$ cat src/rtl/swcr_pkg.sv
`timescale 1ns / 1ps

package swcr_pkg;

    localparam int COL_W     = 6;
    localparam int SAMPLE_W  = 16;
    localparam int BYTE_W    = 8;
    localparam int NUM_W     = 20;
    localparam int QUO_W     = 4;
    localparam int DIV_ST    = 4;
    localparam int CFG_IDX_W = 4;
    localparam int OUT_W     = 24;

    localparam logic [CFG_IDX_W-1:0] CFG_MIN_INPUT = CFG_IDX_W'(0);
    localparam logic [CFG_IDX_W-1:0] CFG_MAX_INPUT = CFG_IDX_W'(1);

    localparam logic [SAMPLE_W-1:0] MIN_INPUT_RST = 16'sd0;
    localparam logic [SAMPLE_W-1:0] MAX_INPUT_RST = 16'sd4095;

    localparam logic [QUO_W-1:0] HALF_STEPS = 4'd7;

    typedef enum logic [0:0] {
        ST_IDLE,
        ST_RUN
    } swcr_state_t;

    typedef struct packed {
        logic                wr_en;
        logic [COL_W-1:0]    wr_addr;
        logic [SAMPLE_W-1:0] wr_data;
        logic                rd_en;
        logic [COL_W-1:0]    rd_addr;
        logic [COL_W-1:0]    col;
        logic                last;
    } swcr_cmd_t;

    typedef struct packed {
        logic advance;
    } swcr_status_t;

    function automatic logic [BYTE_W-1:0] pixel_byte(input logic [2:0] idx);
        logic [BYTE_W-1:0] b;
        unique case (idx)
            3'd0:    b = 8'h40;
            3'd1:    b = 8'h10;
            3'd2:    b = 8'h08;
            3'd3:    b = 8'h04;
            3'd4:    b = 8'h02;
            3'd5:    b = 8'h01;
            3'd6:    b = 8'h01;
            default: b = 8'h20;
        endcase
        return b;
    endfunction

endpackage

$ cat src/rtl/swcr_ctrl.sv
`timescale 1ns / 1ps

module swcr_ctrl
    import swcr_pkg::*;
#(
    parameter int COLUMNS = 64
) (
    input  logic                clk,
    input  logic                rst_n,
    input  logic                s_tvalid,
    output logic                s_tready,
    input  logic [SAMPLE_W-1:0] s_tdata,
    output swcr_cmd_t           cmd,
    input  swcr_status_t        status
);

    localparam int AW = (COLUMNS > 1) ? $clog2(COLUMNS) : 1;
    localparam logic [AW-1:0]    TOP_SLOT = AW'(COLUMNS - 1);
    localparam logic [COL_W-1:0] LAST_COL = COL_W'(COLUMNS - 1);

    swcr_state_t      state_reg, state_next;
    logic [AW-1:0]    newest_reg, newest_next;
    logic [AW-1:0]    rd_ptr_reg, rd_ptr_next;
    logic [COL_W-1:0] col_reg, col_next;
    logic [AW-1:0]    newest_dec;

    always_ff @(posedge clk or negedge rst_n)
    begin
        if (!rst_n)
        begin
            state_reg  <= ST_IDLE;
            newest_reg <= '0;
            rd_ptr_reg <= '0;
            col_reg    <= '0;
        end
        else
        begin
            state_reg  <= state_next;
            newest_reg <= newest_next;
            rd_ptr_reg <= rd_ptr_next;
            col_reg    <= col_next;
        end
    end

    assign newest_dec = (newest_reg == '0) ? TOP_SLOT : newest_reg - AW'(1);

    always_comb
    begin
        state_next  = state_reg;
        newest_next = newest_reg;
        rd_ptr_next = rd_ptr_reg;
        col_next    = col_reg;
        s_tready    = 1'b0;
        cmd.wr_en   = 1'b0;
        cmd.wr_addr = COL_W'(newest_dec);
        cmd.wr_data = s_tdata;
        cmd.rd_en   = 1'b0;
        cmd.rd_addr = COL_W'(rd_ptr_reg);
        cmd.col     = col_reg;
        cmd.last    = (col_reg == LAST_COL);
        unique case (state_reg)
            ST_IDLE:
            begin
                s_tready = 1'b1;
                if (s_tvalid)
                begin
                    cmd.wr_en   = 1'b1;
                    newest_next = newest_dec;
                    rd_ptr_next = newest_dec;
                    col_next    = '0;
                    state_next  = ST_RUN;
                end
            end
            ST_RUN:
            begin
                if (status.advance)
                begin
                    cmd.rd_en   = 1'b1;
                    rd_ptr_next = (rd_ptr_reg == TOP_SLOT) ? '0 : rd_ptr_reg + AW'(1);
                    col_next    = col_reg + COL_W'(1);
                    if (col_reg == LAST_COL)
                    begin
                        state_next = ST_IDLE;
                    end
                end
            end
            default:
            begin
                state_next = ST_IDLE;
            end
        endcase
    end

endmodule

$ cat src/rtl/swcr_datapath.sv
`timescale 1ns / 1ps

module swcr_datapath
    import swcr_pkg::*;
#(
    parameter int COLUMNS = 64
) (
    input  logic                 clk,
    input  logic                 rst_n,
    input  swcr_cmd_t            cmd,
    output swcr_status_t         status,
    input  logic                 cfg_valid,
    input  logic [CFG_IDX_W-1:0] cfg_index,
    input  logic [SAMPLE_W-1:0]  cfg_data,
    output logic                 m_tvalid,
    input  logic                 m_tready,
    output logic [OUT_W-1:0]     m_tdata,
    output logic                 m_tlast
);

    localparam int AW  = (COLUMNS > 1) ? $clog2(COLUMNS) : 1;
    localparam int NST = 2 + DIV_ST;

    logic [SAMPLE_W-1:0]        hist_mem [COLUMNS];
    logic [COLUMNS-1:0]         hv_reg;
    logic [SAMPLE_W-1:0]        rd_data_reg;
    logic                       rd_hit_reg;

    logic signed [SAMPLE_W-1:0] min_reg, max_reg;

    logic [NST-1:0]             vld_reg;
    logic [NST-1:0]             last_reg;
    logic [COL_W-1:0]           col_reg [NST];

    logic signed [SAMPLE_W-1:0] clamp_reg, clamp_next;
    logic [SAMPLE_W-1:0]        den1_reg, den1_next;
    logic                       zero1_reg, zero1_next;

    logic [NUM_W-1:0]           rem_reg  [DIV_ST];
    logic [NUM_W-1:0]           rem_next [DIV_ST];
    logic [SAMPLE_W-1:0]        den_reg  [DIV_ST];
    logic [SAMPLE_W-1:0]        den_next [DIV_ST];
    logic [QUO_W-1:0]           quo_reg  [DIV_ST];
    logic [QUO_W-1:0]           quo_next [DIV_ST];
    logic [NUM_W-1:0]           shd      [DIV_ST];
    logic [DIV_ST-1:0]          ge;

    logic signed [SAMPLE_W-1:0] s0;
    logic                       empty;
    logic signed [SAMPLE_W:0]   span;
    logic signed [SAMPLE_W:0]   off;
    logic [NUM_W-1:0]           off_w;
    logic [QUO_W-1:0]           step;
    logic [BYTE_W-1:0]          up_next, lo_next;

    logic                       m_valid_reg;
    logic [COL_W-1:0]           m_col_reg;
    logic [BYTE_W-1:0]          m_up_reg, m_lo_reg;
    logic                       m_last_reg;
    logic                       advance;

    assign advance        = !m_valid_reg || m_tready;
    assign status.advance = advance;

    // history store
    always_ff @(posedge clk)
    begin
        if (cmd.wr_en)
        begin
            hist_mem[cmd.wr_addr[AW-1:0]] <= cmd.wr_data;
        end
        if (advance)
        begin
            rd_data_reg <= hist_mem[cmd.rd_addr[AW-1:0]];
        end
    end

    always_ff @(posedge clk or negedge rst_n)
    begin
        if (!rst_n)
        begin
            hv_reg     <= '0;
            rd_hit_reg <= 1'b0;
        end
        else
        begin
            if (cmd.wr_en)
            begin
                hv_reg[cmd.wr_addr[AW-1:0]] <= 1'b1;
            end
            if (advance)
            begin
                rd_hit_reg <= hv_reg[cmd.rd_addr[AW-1:0]];
            end
        end
    end

    always_ff @(posedge clk or negedge rst_n)
    begin
        if (!rst_n)
        begin
            min_reg <= MIN_INPUT_RST;
            max_reg <= MAX_INPUT_RST;
        end
        else if (cfg_valid)
        begin
            if (cfg_index == CFG_MIN_INPUT)
            begin
                min_reg <= cfg_data;
            end
            else if (cfg_index == CFG_MAX_INPUT)
            begin
                max_reg <= cfg_data;
            end
        end
    end

    // clamp and span
    always_comb
    begin
        s0    = rd_hit_reg ? signed'(rd_data_reg) : '0;
        empty = (max_reg <= min_reg);
        span  = {max_reg[SAMPLE_W-1], max_reg} - {min_reg[SAMPLE_W-1], min_reg};
        if (s0 < min_reg)
        begin
            clamp_next = min_reg;
        end
        else if (s0 > max_reg)
        begin
            clamp_next = max_reg;
        end
        else
        begin
            clamp_next = s0;
        end
        den1_next  = empty ? SAMPLE_W'(1) : span[SAMPLE_W-1:0];
        zero1_next = empty;
    end

    // scale by fourteen, then restoring division one quotient bit a stage
    always_comb
    begin
        off         = {clamp_reg[SAMPLE_W-1], clamp_reg} - {min_reg[SAMPLE_W-1], min_reg};
        off_w       = NUM_W'(off[SAMPLE_W-1:0]);
        rem_next[0] = zero1_reg ? '0 : (off_w << 4) - (off_w << 1);
        den_next[0] = den1_reg;
        quo_next[0] = '0;
        for (int k = 0; k < DIV_ST; k++)
        begin
            shd[k] = NUM_W'(den_reg[k]) << (DIV_ST - 1 - k);
            ge[k]  = (rem_reg[k] >= shd[k]);
        end
        for (int k = 0; k < DIV_ST - 1; k++)
        begin
            rem_next[k+1] = ge[k] ? rem_reg[k] - shd[k] : rem_reg[k];
            den_next[k+1] = den_reg[k];
            quo_next[k+1] = {quo_reg[k][QUO_W-2:0], ge[k]};
        end
        step = {quo_reg[DIV_ST-1][QUO_W-2:0], ge[DIV_ST-1]};
        up_next = '0;
        lo_next = '0;
        if (step < HALF_STEPS)
        begin
            lo_next = pixel_byte(step[2:0]);
        end
        else
        begin
            up_next = pixel_byte(3'(step - HALF_STEPS));
        end
    end

    always_ff @(posedge clk)
    begin
        if (advance)
        begin
            col_reg[0]  <= cmd.col;
            for (int s = 1; s < NST; s++)
            begin
                col_reg[s] <= col_reg[s-1];
            end
            clamp_reg <= clamp_next;
            den1_reg  <= den1_next;
            zero1_reg <= zero1_next;
            for (int k = 0; k < DIV_ST; k++)
            begin
                rem_reg[k] <= rem_next[k];
                den_reg[k] <= den_next[k];
                quo_reg[k] <= quo_next[k];
            end
            m_col_reg <= col_reg[NST-1];
            m_up_reg  <= up_next;
            m_lo_reg  <= lo_next;
        end
    end

    always_ff @(posedge clk or negedge rst_n)
    begin
        if (!rst_n)
        begin
            vld_reg     <= '0;
            last_reg    <= '0;
            m_valid_reg <= 1'b0;
            m_last_reg  <= 1'b0;
        end
        else if (advance)
        begin
            vld_reg     <= {vld_reg[NST-2:0], cmd.rd_en};
            last_reg    <= {last_reg[NST-2:0], cmd.last};
            m_valid_reg <= vld_reg[NST-1];
            m_last_reg  <= last_reg[NST-1];
        end
    end

    assign m_tvalid = m_valid_reg;
    assign m_tdata  = {{(OUT_W - COL_W - 2 * BYTE_W){1'b0}}, m_lo_reg, m_up_reg, m_col_reg};
    assign m_tlast  = m_last_reg;

endmodule

$ cat src/rtl/scrolling_waveform_column_renderer.sv
`timescale 1ns / 1ps
// Throughput: a new sample item is taken only once every column of the last one has been read,
// then one column item per cycle while the output does not stall, set by the single read port
// of the history store.
// Reset (rst_n, asynchronous, active low): history reads as zero, newest slot 0,
// min_input 0, max_input 4095, no items in flight.
module scrolling_waveform_column_renderer
    import swcr_pkg::*;
#(
    parameter int COLUMNS = 64
) (
    input  logic                 clk,
    input  logic                 rst_n,
    input  logic                 s_tvalid,
    output logic                 s_tready,
    input  logic [SAMPLE_W-1:0]  s_tdata,   // [15:0] sample
    output logic                 m_tvalid,
    input  logic                 m_tready,
    output logic [OUT_W-1:0]     m_tdata,   // [5:0] column, [13:6] upper_page_byte,
                                            // [21:14] lower_page_byte, [23:22] zero
    output logic                 m_tlast,
    input  logic                 cfg_valid,
    output logic                 cfg_ready,
    input  logic [CFG_IDX_W-1:0] cfg_index,
    input  logic [SAMPLE_W-1:0]  cfg_data
);

    swcr_cmd_t    cmd;
    swcr_status_t status;

    assign cfg_ready = 1'b1;

    swcr_ctrl #(
        .COLUMNS (COLUMNS)
    ) u_ctrl (
        .clk      (clk),
        .rst_n    (rst_n),
        .s_tvalid (s_tvalid),
        .s_tready (s_tready),
        .s_tdata  (s_tdata),
        .cmd      (cmd),
        .status   (status)
    );

    swcr_datapath #(
        .COLUMNS (COLUMNS)
    ) u_dp (
        .clk       (clk),
        .rst_n     (rst_n),
        .cmd       (cmd),
        .status    (status),
        .cfg_valid (cfg_valid),
        .cfg_index (cfg_index),
        .cfg_data  (cfg_data),
        .m_tvalid  (m_tvalid),
        .m_tready  (m_tready),
        .m_tdata   (m_tdata),
        .m_tlast   (m_tlast)
    );

endmodule

$ cat config.mk
export PLATFORM = sky130hd
export DESIGN_NAME = scrolling_waveform_column_renderer
export DESIGN_NICKNAME = d
export VERILOG_FILES = /design/src/rtl/swcr_pkg.sv /design/src/rtl/swcr_ctrl.sv /design/src/rtl/swcr_datapath.sv /design/src/rtl/scrolling_waveform_column_renderer.sv
export SDC_FILE = /design/constraint.sdc
export NUM_CORES = 2
export LEC_CHECK = 0
export BUFFER_PORTS_ARGS = -buffer_cell sky130_fd_sc_hd__clkbuf_2
export CAP_MARGIN = 25
export CORE_ASPECT_RATIO = 1.1
export CORE_UTILIZATION = 40
export CTS_CLUSTER_SIZE = 25
export DETAILED_ROUTE_END_ITERATION = 10
export SYNTH_ARGS = -nofsm -noshare
export SYNTH_HDL_FRONTEND = slang
export SYNTH_SLANG_ARGS = --single-unit
export TNS_END_PERCENT = 100
$ cat constraint.sdc
create_clock -name clk -period 10.9 [get_ports clk]
set_input_delay 1.09 -clock clk [delete_from_list [all_inputs] [get_ports clk]]
set_output_delay 1.09 -clock clk [all_outputs]
set_load 0.05 [all_outputs]
==> key figures <==
Run status
  – Status: finished, final reports clean

Floorplan
  – Initial Util: 0.4035
  – Die X: between 300 and 400 um
  – Die height: roughly 400 um
  – Die area: 148900 sq um
  – # rows: 147
  – Core area: 146000 sq um
  – Number of top-level pins: 69

Yosys
  – Xor and xnor area share after synthesis: 0.01212
  – Synth cell count leaders: edfxtp_1 (1275), mux4_2 (345), nor2_1 (163), inv_1 (148), ha_1 (143)
  – Seq cells post-synth: about 1400
  – Top cells by area in the synthesized netlist: edfxtp_1 (65%), mux4_2 (13%), dfrtp_1 (5.0%), ha_1 (3.0%), nor2_1 (1.0%)
  – Synth Flop Type: edfxtp_1
  – Simple-gate share of the synthesized area: 0.04383
  – Compound-Gate Fraction of Synth Area: 0.04049
  – Synth warnings: 0
  – Ys async rst share: 0.09253
  – Share of the synthesized area in the top cell type: 0.6498
  – Syn Inst Count: about 3200
  – Sequential area share after synthesis: 0.7052
  – Synth area leader: edfxtp_1
  – Post-synth EDFFs: around 1300
  – Yosys cell types: 83
  – Mapped Avg Cell Area: between 15 and 20 sq um
  – Post-Syn Area: roughly 59000 sq um
  – Post-synthesis mux area share: 0.1486
  – Main combinational cell family by area after synthesis: multiplexers
  – Top-count cell post-synth: edfxtp_1
  – Adder-Cell Fraction of Synth Area: 0.03206

Setup path
  – Setup crit end kind: register
  – Reg2Reg Setup Slack: 6.33 ns
  – Critical Path RT: between 10 and 15 ns
  – Startpoint Class: register
  – Worst EP arrival: roughly 5.1 ns
  – Max FO, Critical Path: 6
  – Setup Crit Path Kind: reg2reg

Final layout
  – P&R area growth vs syn: 13.90%
  – Max FFs per register: 1024
  – Fin nets: ~3600
  – Final Cell Area: 67120 sq um
  – Final core occ: 0.4596
  – Layout cells sized above 1: 0.2622

Flow run
  – Max-Cap Viols: 0

Global route
  – GRT Max-Usage Layer: met2
  – Met3 Track Usage GR: 0.03630
  – Global-route wire length before repair: slightly above 200000 um
  – Initial antenna violation count: 12
  – Remaining global-route overflow: 0
  – Met1 Track Usage GR: 0.2488
  – Met2 usage: 0.3218
  – Gr usage total: 0.1906
  – Maximum number of pins on one net before global-route repair: approximately 130
  – Vias in the first global route: a little over 30000

Timing
  – Worst rel slew slack: 0.2929
  – TNS Setup: 0 ns
  – Tmin final: approximately 4.6 ns
  – Final worst slack: between 6 and 7 ns
  – Slew @ Worst Pin: roughly 1.1 ns
  – Max-slew violation count: 0
  – Setup-failing EPs final: 0
  – Final hold vios: 0
  – F_max: around 220 MHz
  – RSZ-0062 raised after global routing: false
  – Period Utilization, post-route: 0.4192
  – Clock skew: between 0.03 and 0.04 ns

Drt
  – Final WL: ~140000 um
  – Via density: 5.489
  – WL/cell: ~26 um
  – Via count: about 30000
  – 1st-pass router iterations: 5
  – Detailed-route DRC error count: 0
  – Drt first-iter violations: 2555
  – ANT nets after route: 0

Clocking
  – Root buffer cell: clkbuf_16
  – Hold Buf Count CTS: 0
  – Later-pin clock latency in the skew report: slightly below 0.8 ns
  – Number of H-tree levels: 4
  – Deepest clock path buffer count: 3
  – Reg clk slew, reported paths: 0.06 ns
  – CTS sink count: approximately 1400
  – CTS buffer count: between 100 and 150
  – Post-cts sizing count: 0
  – Post-CTS setup buffers: 0
  – CTS tree: done

Worst hold path
  – HP Class: in2async

Power
  – Total power draw: just under 20 mW
  – PwrDens: between 200 and 300 nW/um^2
  – Power share of the clock group: 0.253
  – Sequential share of power: 0.373
  – Logic pwr share: 0.374
  – LEAKAGE: between 20 and 25 nW
  – Max rail drop VDD: roughly 0.20 mV
  – Sw frac: 0.3436
  – Psw: 6.739 mW
  – Power Internal: 12.88 mW

Placement
  – GPL Wtd Cong: between 0.8 and 0.9
  – Final HPWL DP: roughly 85000 um
  – DP Area: approximately 62000 sq um
  – Setup Slack @ Placement: about 6.3 ns
  – PortBufs: 63
## layer usage
| metal | vias to the layer above | wire length [um] |
|---|---|---|
| met5 | - | 54 |
| met2 | 869 | 70910 |
| met3 | 216 | 8429 |
| met4 | 8 | 3807 |
| li1 | 13280 | - |
| met1 | 15800 | 57410 |
## placed cells by master, fill, tap and decap left out, types with 21 or more instances in the layout
cell type and n:
mux2i_1 51, a21oi_1 93, buf_4 96, clkbuf_2 62, clkinv_2 27, xnor2_1 46
xor2_1 30, nor2_1 102, clkinv_1 21, a21o_1 41, o21a_1 21, ha_1 143
o21ai_0 75, inv_1 148, nand2_1 108, dfrtp_1 115, clkbuf_16 149, clkbuf_1 36
mux4_2 345, or2_2 67, edfxtp_1 1275, nand3_1 23, nor3_1 40, nor2_2 56
mux2_2 36
## path summary, 6_finish.rpt
path / start / end / depth (start not counted)
max in group asynchronous: rst_n / u_ctrl.rd_ptr_reg[1] / 2
min in group clk: u_dp.col_reg[2][1] / u_dp.col_reg[3][1] / 0
max reg2reg: u_dp.min_reg[1] / u_dp.rem_reg[0][18] / 17
min: rst_n / u_dp.max_reg[13] / 1
min reg2reg: u_dp.col_reg[2][1] / u_dp.col_reg[3][1] / 0
max: u_dp.min_reg[1] / u_dp.rem_reg[0][18] / 17
## final cells by class
class	count	area, sq um
diodes	5	12.51
multi-input cells	1561	16560
fillers	12360	78920
flip-flops and latches	1405	41570
inverters	150	570.5
repair buffers	164	1137
clock buffers	193	3974
clock inverters	82	877.1
well taps	1937	2424
## power groups by stage
stage	clock network [mW]	logic, mW	registers, mW
CTS	5.06	7.42	7.32
floorplan	0	5.46	7.20
detailed placement	0	7.39	7.43
global route	5.26	8.03	7.38
global placement	0	7.30	7.42
finish	4.97	7.33	7.31
## metrics by stage
| stage | std cells | hold slack [ns] |
|---|---|---|
| 5_1_grt | 5492 | 0.3597 |
| 3_5_place_dp | 5215 | 0.4045 |
| 4_1_cts | 5490 | 0.3289 |
| 3_3_place_gp | 5214 | 0.4021 |
| 6_report | 5497 | 0.3340 |
| 2_1_floorplan | 3234 | 0.4003 |
## cells by family (layout without fill, tap and decap cells)
| group | after synthesis | count (layout) |
|---|---|---|
| DFF | 1405 | 1405 |
| buffers and inverters | 268 | 589 |
| adders and majority gates | 148 | 148 |
| AOI/OAI and AO/OA | 361 | 361 |
| and+or+nand+nor | 529 | 529 |
| muxes | 438 | 438 |
| other | 2 | 11 |
| xor gates and xnor gates | 79 | 79 |
## worst max-delay path, stage by stage (launching register included)
cell and delay [ns]:
dfrtp_1 0.39, inv_1 0.20, ha_1 0.27, nor2b_1 0.15, o21a_1 0.23, o41a_4 0.42, xor2_1 0.23, inv_1 0.07
ha_1 0.35, a21o_1 0.21, a2111oi_0 0.38, o21ai_1 0.17, nand2_1 0.13, nor3b_1 0.07, a211oi_2 0.30, o21ai_1 0.13
a211oi_1 0.26, mux2_1 0.35
Power figures use the tool's default switching activity.
